<file path="src/hw/rtl/assert_macros.svh">
// Assertion macros used by the deframer parser RTL.
// Uses the clk and rst_n names of the including module.
`ifndef ASSERT_MACROS_SVH
`define ASSERT_MACROS_SVH

// Clocked check, disabled during reset.
`define LPFD_ASSERT(lbl, prop, msg) \
  lbl: assert property (@(posedge clk) disable iff (!rst_n) prop) else $error(msg);

// Clocked check that also holds during reset.
`define LPFD_ASSERT_ALWAYS(lbl, prop, msg) \
  lbl: assert property (@(posedge clk) prop) else $error(msg);

`endif

</file>
<file path="src/hw/rtl/lpfd_pkg.sv">
// Types and constants for the length-prefixed frame deframer.
// No dependencies.
`default_nettype none

package lpfd_pkg;

  localparam int BYTE_W   = 8;
  localparam int LEN_W    = 32;
  localparam int REGION_W = 2;
  localparam int CFG_IDX_W = 8;
  localparam int CFG_DATA_W = 32;

  localparam logic [REGION_W-1:0] REGION_HEADER  = 2'd0;
  localparam logic [REGION_W-1:0] REGION_PAYLOAD = 2'd1;
  localparam logic [REGION_W-1:0] REGION_TAIL    = 2'd2;

  localparam logic [CFG_IDX_W-1:0] CFG_START_CODE  = 8'd0;
  localparam logic [CFG_IDX_W-1:0] CFG_MAX_PAYLOAD = 8'd1;

  localparam logic [BYTE_W-1:0] START_CODE_RST  = 8'h00;
  localparam logic [LEN_W-1:0]  MAX_PAYLOAD_RST = 32'hFFFF_FFFF;

  typedef struct packed {
    logic [BYTE_W-1:0]   frame_byte;
    logic [REGION_W-1:0] region;
    logic                end_of_frame;
    logic                length_error;
  } result_t;

endpackage

`default_nettype wire

</file>
<file path="src/hw/rtl/lpfd_parser.sv">
// Deframer core: input register, config registers and the framing state machine.
// Depends on lpfd_pkg and assert_macros.svh.
`default_nettype none
`include "assert_macros.svh"

module lpfd_parser #(
  parameter int HEADER_BYTES = 8,
  parameter int TAIL_BYTES   = 2
) (
  input  wire logic                             clk,
  input  wire logic                             rst_n,
  input  wire logic                             in_valid,
  output logic                                  in_ready,
  input  wire logic [lpfd_pkg::BYTE_W-1:0]      in_rx_byte,
  input  wire logic                             cfg_valid,
  output logic                                  cfg_ready,
  input  wire logic [lpfd_pkg::CFG_IDX_W-1:0]   cfg_index,
  input  wire logic [lpfd_pkg::CFG_DATA_W-1:0]  cfg_data,
  output logic                                  res_valid,
  input  wire logic                             res_ready,
  output lpfd_pkg::result_t                     res
);

  localparam logic [1:0] PH_HUNT = 2'd0;
  localparam logic [1:0] PH_HEAD = 2'd1;
  localparam logic [1:0] PH_DATA = 2'd2;
  localparam logic [1:0] PH_TAIL = 2'd3;

  localparam logic [lpfd_pkg::LEN_W-1:0] HDR_LAST = lpfd_pkg::LEN_W'(HEADER_BYTES);
  localparam logic [lpfd_pkg::LEN_W-1:0] TAIL_LAST = lpfd_pkg::LEN_W'(TAIL_BYTES);
  localparam logic [lpfd_pkg::LEN_W-1:0] LEN_BYTE_FIRST = 32'd1;
  localparam logic [lpfd_pkg::LEN_W-1:0] LEN_BYTE_LAST  = 32'd4;

  logic                          s1_vld_r;
  logic [lpfd_pkg::BYTE_W-1:0]   s1_byte_r;
  logic [lpfd_pkg::BYTE_W-1:0]   start_code_r;
  logic [lpfd_pkg::LEN_W-1:0]    max_len_r;
  logic [1:0]                    phase_r, phase_nxt;
  logic [lpfd_pkg::LEN_W-1:0]    pos_r, pos_nxt;
  logic [lpfd_pkg::LEN_W-1:0]    len_r, len_nxt;
  logic [lpfd_pkg::LEN_W-1:0]    pos_inc;
  logic [lpfd_pkg::LEN_W-1:0]    len_shift;
  logic                          step;
  logic                          emit;
  lpfd_pkg::result_t             res_c;

  assign step      = s1_vld_r && res_ready;
  assign in_ready  = !s1_vld_r || res_ready;
  assign cfg_ready = 1'b1;
  assign pos_inc   = pos_r + 32'd1;
  assign len_shift = (pos_r >= LEN_BYTE_FIRST && pos_r <= LEN_BYTE_LAST) ?
                     {len_r[lpfd_pkg::LEN_W-lpfd_pkg::BYTE_W-1:0], s1_byte_r} : len_r;

  always_comb begin
    phase_nxt          = phase_r;
    pos_nxt            = pos_r;
    len_nxt            = len_r;
    emit               = 1'b1;
    res_c.frame_byte   = s1_byte_r;
    res_c.region       = lpfd_pkg::REGION_HEADER;
    res_c.end_of_frame = 1'b0;
    res_c.length_error = 1'b0;
    case (phase_r)
      PH_HEAD: begin
        len_nxt = len_shift;
        pos_nxt = pos_inc;
        if (pos_inc >= HDR_LAST) begin
          pos_nxt = '0;
          if (len_shift > max_len_r) begin
            res_c.end_of_frame = 1'b1;
            res_c.length_error = 1'b1;
            phase_nxt          = PH_HUNT;
          end else if (len_shift == '0) begin
            phase_nxt = PH_TAIL;
          end else begin
            phase_nxt = PH_DATA;
          end
        end
      end
      PH_DATA: begin
        res_c.region = lpfd_pkg::REGION_PAYLOAD;
        pos_nxt      = pos_inc;
        if (pos_inc >= len_r) begin
          pos_nxt   = '0;
          phase_nxt = PH_TAIL;
        end
      end
      PH_TAIL: begin
        res_c.region = lpfd_pkg::REGION_TAIL;
        pos_nxt      = pos_inc;
        if (pos_inc >= TAIL_LAST) begin
          res_c.end_of_frame = 1'b1;
          pos_nxt            = '0;
          phase_nxt          = PH_HUNT;
        end
      end
      default: begin
        if (s1_byte_r == start_code_r) begin
          phase_nxt = PH_HEAD;
          pos_nxt   = 32'd1;
          len_nxt   = '0;
        end else begin
          emit = 1'b0;
        end
      end
    endcase
  end

  assign res_valid = step && emit;
  assign res       = res_c;

  always_ff @(posedge clk) begin
    if (!rst_n) begin
      s1_vld_r     <= 1'b0;
      phase_r      <= PH_HUNT;
      pos_r        <= '0;
      len_r        <= '0;
      start_code_r <= lpfd_pkg::START_CODE_RST;
      max_len_r    <= lpfd_pkg::MAX_PAYLOAD_RST;
    end else begin
      if (in_ready) begin
        s1_vld_r <= in_valid;
      end
      if (step) begin
        phase_r <= phase_nxt;
        pos_r   <= pos_nxt;
        len_r   <= len_nxt;
      end
      if (cfg_valid && cfg_ready) begin
        if (cfg_index == lpfd_pkg::CFG_START_CODE) begin
          start_code_r <= cfg_data[lpfd_pkg::BYTE_W-1:0];
        end else if (cfg_index == lpfd_pkg::CFG_MAX_PAYLOAD) begin
          max_len_r <= cfg_data;
        end
      end
    end
  end

  always_ff @(posedge clk) begin
    if (in_valid && in_ready) begin
      s1_byte_r <= in_rx_byte;
    end
  end

  `LPFD_ASSERT(a_err_on_header_eof,
    res_valid && res.length_error |->
      res.end_of_frame && res.region == lpfd_pkg::REGION_HEADER,
    "length error outside last header byte")
  `LPFD_ASSERT(a_head_pos,
    phase_r == PH_HEAD |-> pos_r >= 32'd1 && pos_r < HDR_LAST,
    "header position out of range")
  `LPFD_ASSERT(a_data_pos,
    phase_r == PH_DATA |-> pos_r < len_r && len_r != '0,
    "payload position past length")
  `LPFD_ASSERT(a_tail_pos,
    phase_r == PH_TAIL |-> pos_r < TAIL_LAST,
    "tail position out of range")
  `LPFD_ASSERT(a_no_step_no_result,
    !step |-> !res_valid,
    "result without a processed item")

endmodule

`default_nettype wire

</file>
<file path="src/hw/rtl/lpfd_out_reg.sv">
// Result register stage of the deframer output channel.
// Depends on lpfd_pkg.
`default_nettype none

module lpfd_out_reg (
  input  wire logic                  clk,
  input  wire logic                  rst_n,
  input  wire logic                  res_valid,
  output logic                       res_ready,
  input  wire lpfd_pkg::result_t     res,
  output logic                       out_valid,
  input  wire logic                  out_ready,
  output lpfd_pkg::result_t          out_res
);

  logic              vld_r;
  lpfd_pkg::result_t data_r;

  assign res_ready = !vld_r || out_ready;
  assign out_valid = vld_r;
  assign out_res   = data_r;

  always_ff @(posedge clk) begin
    if (!rst_n) begin
      vld_r <= 1'b0;
    end else if (res_ready) begin
      vld_r <= res_valid;
    end
  end

  always_ff @(posedge clk) begin
    if (res_ready && res_valid) begin
      data_r <= res;
    end
  end

endmodule

`default_nettype wire

</file>
<file path="src/hw/rtl/length_prefixed_frame_deframer_unit.sv">
// Top level of the start-code, length-prefixed frame deframer.
// Depends on lpfd_pkg, lpfd_parser and lpfd_out_reg.
//
// Usage:
//   in_*  : one received byte per item (valid/ready).
//   out_* : one framed byte per result item with its region, end-of-frame
//           and length-error flags (valid/ready).
//   cfg_* : register writes, always ready; index 0 start code,
//           index 1 max payload length; other indexes are ignored.
// Path: a byte accepted into the input register is processed as its result
// is captured in the result register, which drives out_*.
// Throughput: one byte per cycle while out_* does not stall; each byte takes one
// pass through the framing state machine between the input and result registers.
// Bytes dropped while hunting produce no result.
// Reset: synchronous, clears both pipeline valids, returns to hunting and
// restores register defaults; no clearing pass.
// Stall: when out_ready is low, the result register holds, one more byte
// may wait in the input register, then in_ready drops.
`default_nettype none

module length_prefixed_frame_deframer_unit #(
  parameter int HEADER_BYTES = 8,
  parameter int TAIL_BYTES   = 2
) (
  input  wire logic                              clk,
  input  wire logic                              rst_n,
  input  wire logic                              in_valid,
  output logic                                   in_ready,
  input  wire logic [lpfd_pkg::BYTE_W-1:0]       in_rx_byte,
  output logic                                   out_valid,
  input  wire logic                              out_ready,
  output logic [lpfd_pkg::BYTE_W-1:0]            out_frame_byte,
  output logic [lpfd_pkg::REGION_W-1:0]          out_region,
  output logic                                   out_end_of_frame,
  output logic                                   out_length_error,
  input  wire logic                              cfg_valid,
  output logic                                   cfg_ready,
  input  wire logic [lpfd_pkg::CFG_IDX_W-1:0]    cfg_index,
  input  wire logic [lpfd_pkg::CFG_DATA_W-1:0]   cfg_data
);

  logic              res_valid;
  logic              res_ready;
  lpfd_pkg::result_t res;
  lpfd_pkg::result_t out_res;

  lpfd_parser #(
    .HEADER_BYTES (HEADER_BYTES),
    .TAIL_BYTES   (TAIL_BYTES)
  ) u_parser (
    .clk        (clk),
    .rst_n      (rst_n),
    .in_valid   (in_valid),
    .in_ready   (in_ready),
    .in_rx_byte (in_rx_byte),
    .cfg_valid  (cfg_valid),
    .cfg_ready  (cfg_ready),
    .cfg_index  (cfg_index),
    .cfg_data   (cfg_data),
    .res_valid  (res_valid),
    .res_ready  (res_ready),
    .res        (res)
  );

  lpfd_out_reg u_out_reg (
    .clk       (clk),
    .rst_n     (rst_n),
    .res_valid (res_valid),
    .res_ready (res_ready),
    .res       (res),
    .out_valid (out_valid),
    .out_ready (out_ready),
    .out_res   (out_res)
  );

  assign out_frame_byte   = out_res.frame_byte;
  assign out_region       = out_res.region;
  assign out_end_of_frame = out_res.end_of_frame;
  assign out_length_error = out_res.length_error;

endmodule

`default_nettype wire
</file>
<file path="config.mk">
export PLATFORM = sky130hd
export DESIGN_NAME = length_prefixed_frame_deframer_unit
export DESIGN_NICKNAME = d
export VERILOG_FILES = /design/src/hw/rtl/lpfd_pkg.sv /design/src/hw/rtl/lpfd_parser.sv /design/src/hw/rtl/lpfd_out_reg.sv /design/src/hw/rtl/length_prefixed_frame_deframer_unit.sv
export VERILOG_INCLUDE_DIRS = /design/src /design/src/hw/rtl
export SDC_FILE = /design/constraint.sdc
export NUM_CORES = 1
export LEC_CHECK = 0
export BUFFER_PORTS_ARGS = -buffer_cell sky130_fd_sc_hd__buf_2
export CORE_ASPECT_RATIO = 1.25
export CORE_MARGIN = 2
export CORE_UTILIZATION = 49
export DETAILED_ROUTE_END_ITERATION = 8
export GPL_TIMING_DRIVEN = 0
export PLACE_DENSITY = 0.74
export SYNTH_ARGS = -nofsm -noshare
export SYNTH_HDL_FRONTEND = slang
export SYNTH_SLANG_ARGS = --single-unit
</file>
<file path="constraint.sdc">
create_clock -name clk -period 6.9 [get_ports clk]
set_input_delay 0.69 -clock clk [delete_from_list [all_inputs] [get_ports clk]]
set_output_delay 0.69 -clock clk [all_outputs]
set_load 0.05 [all_outputs]
</file>
==> results.cfg <==
[outcome]
status = completed

[yosys]
synthSimpleGateAreaFrac = 0.204
synth_xor_area_frac = 0.0490
syn_inst = 957
syn_area_per_cell_um2 = 8.40
synthArstFlopShare = 0
synth_largest_area_cell = dfxtp_1
synth_top_area_share = 0.269
ys_seq_elements = 128
synth_mux_area_frac = 0.0137
synth_compound_area_frac = 0.197
synth_commonest_cells = dfxtp_1 (108), nand2_1 (97), nor2_1 (84)
yosys.area_share.adder = 0.114
synth_most_common_cell = dfxtp_1
synth_cell_types = 74
seq_area_frac_synth = 0.344
netlist_top_cells_area = dfxtp_1 (27%), ha_1 (11%), edfxtp_1 (7.5%)
yosys_warnings = 0
dominantRegCellSynth = dfxtp_1
synth_edf_count = 20
syn-num-nets = 1083
synth_top_family_by_area = simple AND/OR/NAND/NOR gates
syn_area_mm2 = 0.00804

[hold_path]
worstHoldPathType = in2reg
worstHoldEndpoint = u_parser.s1_byte_r[0]$_DFFE_PP_
worstHoldPathCells = 1
hp-start = in_rx_byte[0]

[power]
ir_worst_vdd_mv = 0.163
p_per_area_mw_per_mm2 = 177
p_leak_nw = 3.96
p_total_w = 0.00163

[timing]
setup_viol = 0
final.setup.tns_ns = 0
finalWorstSetupSlack_ns = 1.68
relSlewSlack = 0.431
tightest_slew_ns = 0.854
fin_crit_ns = 5.22
clock.fmax_ghz = 0.192
finalHoldViolCount = 0
fin_crit_sh = 0.757
drv_slew = 0
clock_skew_ns = 0.0137
grt_setup_unrepaired = false

[worst_setup_path]
ff2ff_setup_slack_ns = 1.68
regToRegStartpoint = u_parser.pos_r[8]$_SDFFE_PN0P_
cp-end-kind = flop
crit_path_cell_trace = buf_2, and4_1, buf_6, nand4_4, nor2_1, nand2_1, nor4_1, xor2_1, ha_1, nand4_1, or2_2, or4_1, a21o_1, a31o_2, nand3_1, nand2_1, o311ai_0, o31ai_1
cpMostUsedCell = nand2_1
crit_family = simple AND/OR/NAND/NOR gates
critPathLaunchType = flop
max_stage_delay_ns = 0.59
required_ns = 7.19
cp_max_fo = 10
crit_type = reg2reg
cp_slowest_cell = or4_1
r2r-end = u_parser.phase_r[0]$_SDFFE_PN0P_
rr_worst_depth = 18
cp.arrival_ns = 5.52
critPathBufInv = 2

[floorplan]
die_width_um = 119
die_h_um = 147
start_util = 0.498
ios = 68
dieArea_mm2 = 0.0175
coreArea_mm2 = 0.0161
fp-row-count = 52

[grt]
grt_max_degree = 17
antenna_found_initial = 0
overflow = 0
grt_pass1_vias = 7077
track_usage = 0.262
grt_pass1_wl_um = 35900

[place]
placedCellCount = 1238
dpl_worst_slack_ns = 1.75
dp_hpwl_um = 17400
io_buffers = 65
place_congestion = 0.943

[detailed_routing]
via_count = 7359
drtIter0Drc = 679
drcViolationCount = 0
routed_wl_um = 22400
ant_nets = 0
wire_per_inst_um = 17.7
first_pass_iters = 6
routed_via_density = 5.79

[clock_network]
postCtsResizedCells = 0
clk_latency_ns = 0.43
ctsRootBufferMaster = clkbuf_16
htreeDepth = 4
cts_tree = built
clk_pin_slew_worst_paths_ns = 0.06
post-cts-setup-buffers = 0
clk_path_buf_depth = 2
cts_hold_buffers = 0
numCtsBuffers = 17
cts.sinks = 128

[layout]
num_antenna_cells = 0
syn_to_final_growth_pct = 14.0
regArea_mm2 = 0.00276
fillers = 1516
multi_input_area_mm2 = 0.00465
layout-drive-gt1-share = 0.138
nets = 1167
fin_cells = 1270

[job]
cap_violations = 0
## state kept, by name (all words and copies together), names as in the netlist, named ones only
name,cells
u_out_reg.out_res,12
u_out_reg.out_valid,1
u_parser.len_r,32
u_parser.max_len_r,32
u_parser.phase_r,1
u_parser.pos_r,32
u_parser.s1_byte_r,8
u_parser.s1_vld_r,1
u_parser.start_code_r,8
## where the power goes
group	total, W	leakage, nW	switching, W	internal [W]
registers	0.000771	1.06	0.00000832	0.000763
logic	0.0000438	2.66	0.0000272	0.0000167
clock network	0.000811	0.243	0.000354	0.000457
total	0.00163	3.96	0.000389	0.00124
## cells in the final DEF, fill, tap and decap left out, types with 20 or more instances in the layout
master | Yosys | routed
nand2_1 | 97 | 97
nand3_1 | 26 | 26
buf_2 | 6 | 71
o211ai_1 | 37 | 37
xnor2_1 | 26 | 26
nor2_1 | 84 | 84
nand4_1 | 20 | 20
a22oi_1 | 48 | 48
ha_1 | 73 | 73
inv_1 | 74 | 74
o21ai_0 | 50 | 50
a21oi_1 | 23 | 22
clkbuf_1 | 45 | 47
edfxtp_1 | 20 | 20
dfxtp_1 | 108 | 108
## how the worst max path moves through the flow
stage                                               from  slack [ns]                               end  cells past startpoint
after floorplan           u_parser.pos_r[8]$_SDFFE_PN0P_        2.62  u_parser.phase_r[0]$_SDFFE_PN0P_                     18
after global placement    u_parser.pos_r[8]$_SDFFE_PN0P_        1.76  u_parser.phase_r[0]$_SDFFE_PN0P_                     18
after detailed placement  u_parser.pos_r[8]$_SDFFE_PN0P_        1.75  u_parser.phase_r[0]$_SDFFE_PN0P_                     18
after CTS                 u_parser.pos_r[8]$_SDFFE_PN0P_        1.72  u_parser.phase_r[0]$_SDFFE_PN0P_                     18
after global routing      u_parser.pos_r[8]$_SDFFE_PN0P_        1.46  u_parser.phase_r[0]$_SDFFE_PN0P_                     18
final                     u_parser.pos_r[8]$_SDFFE_PN0P_        1.68  u_parser.phase_r[0]$_SDFFE_PN0P_                     18
## cells by family after synthesis
| kind of cell | count (synthesis) |
|---|---|
| buffers and inverters | 145 |
| AND/OR/NAND/NOR | 323 |
| multiplexers | 11 |
| flip-flops | 128 |
| XOR/XNOR | 45 |
| other | 1 |
| AO/OA/AOI/OAI | 231 |
| adder cells (fa/ha/maj) | 73 |
## cell type report
cell class / count / share of cell area
Multi-Input combinational cell: 684 / 0.507
Clock inverter: 13 / 0.00997
Sequential cell: 128 / 0.301
Timing Repair Buffer: 65 / 0.0355
Clock buffer: 19 / 0.0472
Buffer: 70 / 0.0382
Inverter: 75 / 0.0307
Tap cell: 216 / 0.0295
## layer usage
metal / part of all wire / global-route usage / routed length (um)
met3: 0.054 / 0.0501 / 1210
met2: 0.48 / 0.443 / 10700
met1: 0.41 / 0.309 / 9300
met5: 0 / 0 / 0
met4: 0.055 / 0.156 / 1230
## per-stage QoR
stage | util | hold slack, ns | area [um2]
after floorplan | - | 0.473 | 8040
after global placement | 0.535 | 0.490 | 8640
after detailed placement | 0.535 | 0.497 | 8640
after CTS | 0.568 | 0.435 | 9160
after global routing | 0.568 | 0.429 | 9160
final | 0.568 | 0.439 | 9160
No activity file was read; power rests on OpenSTA's default activity.
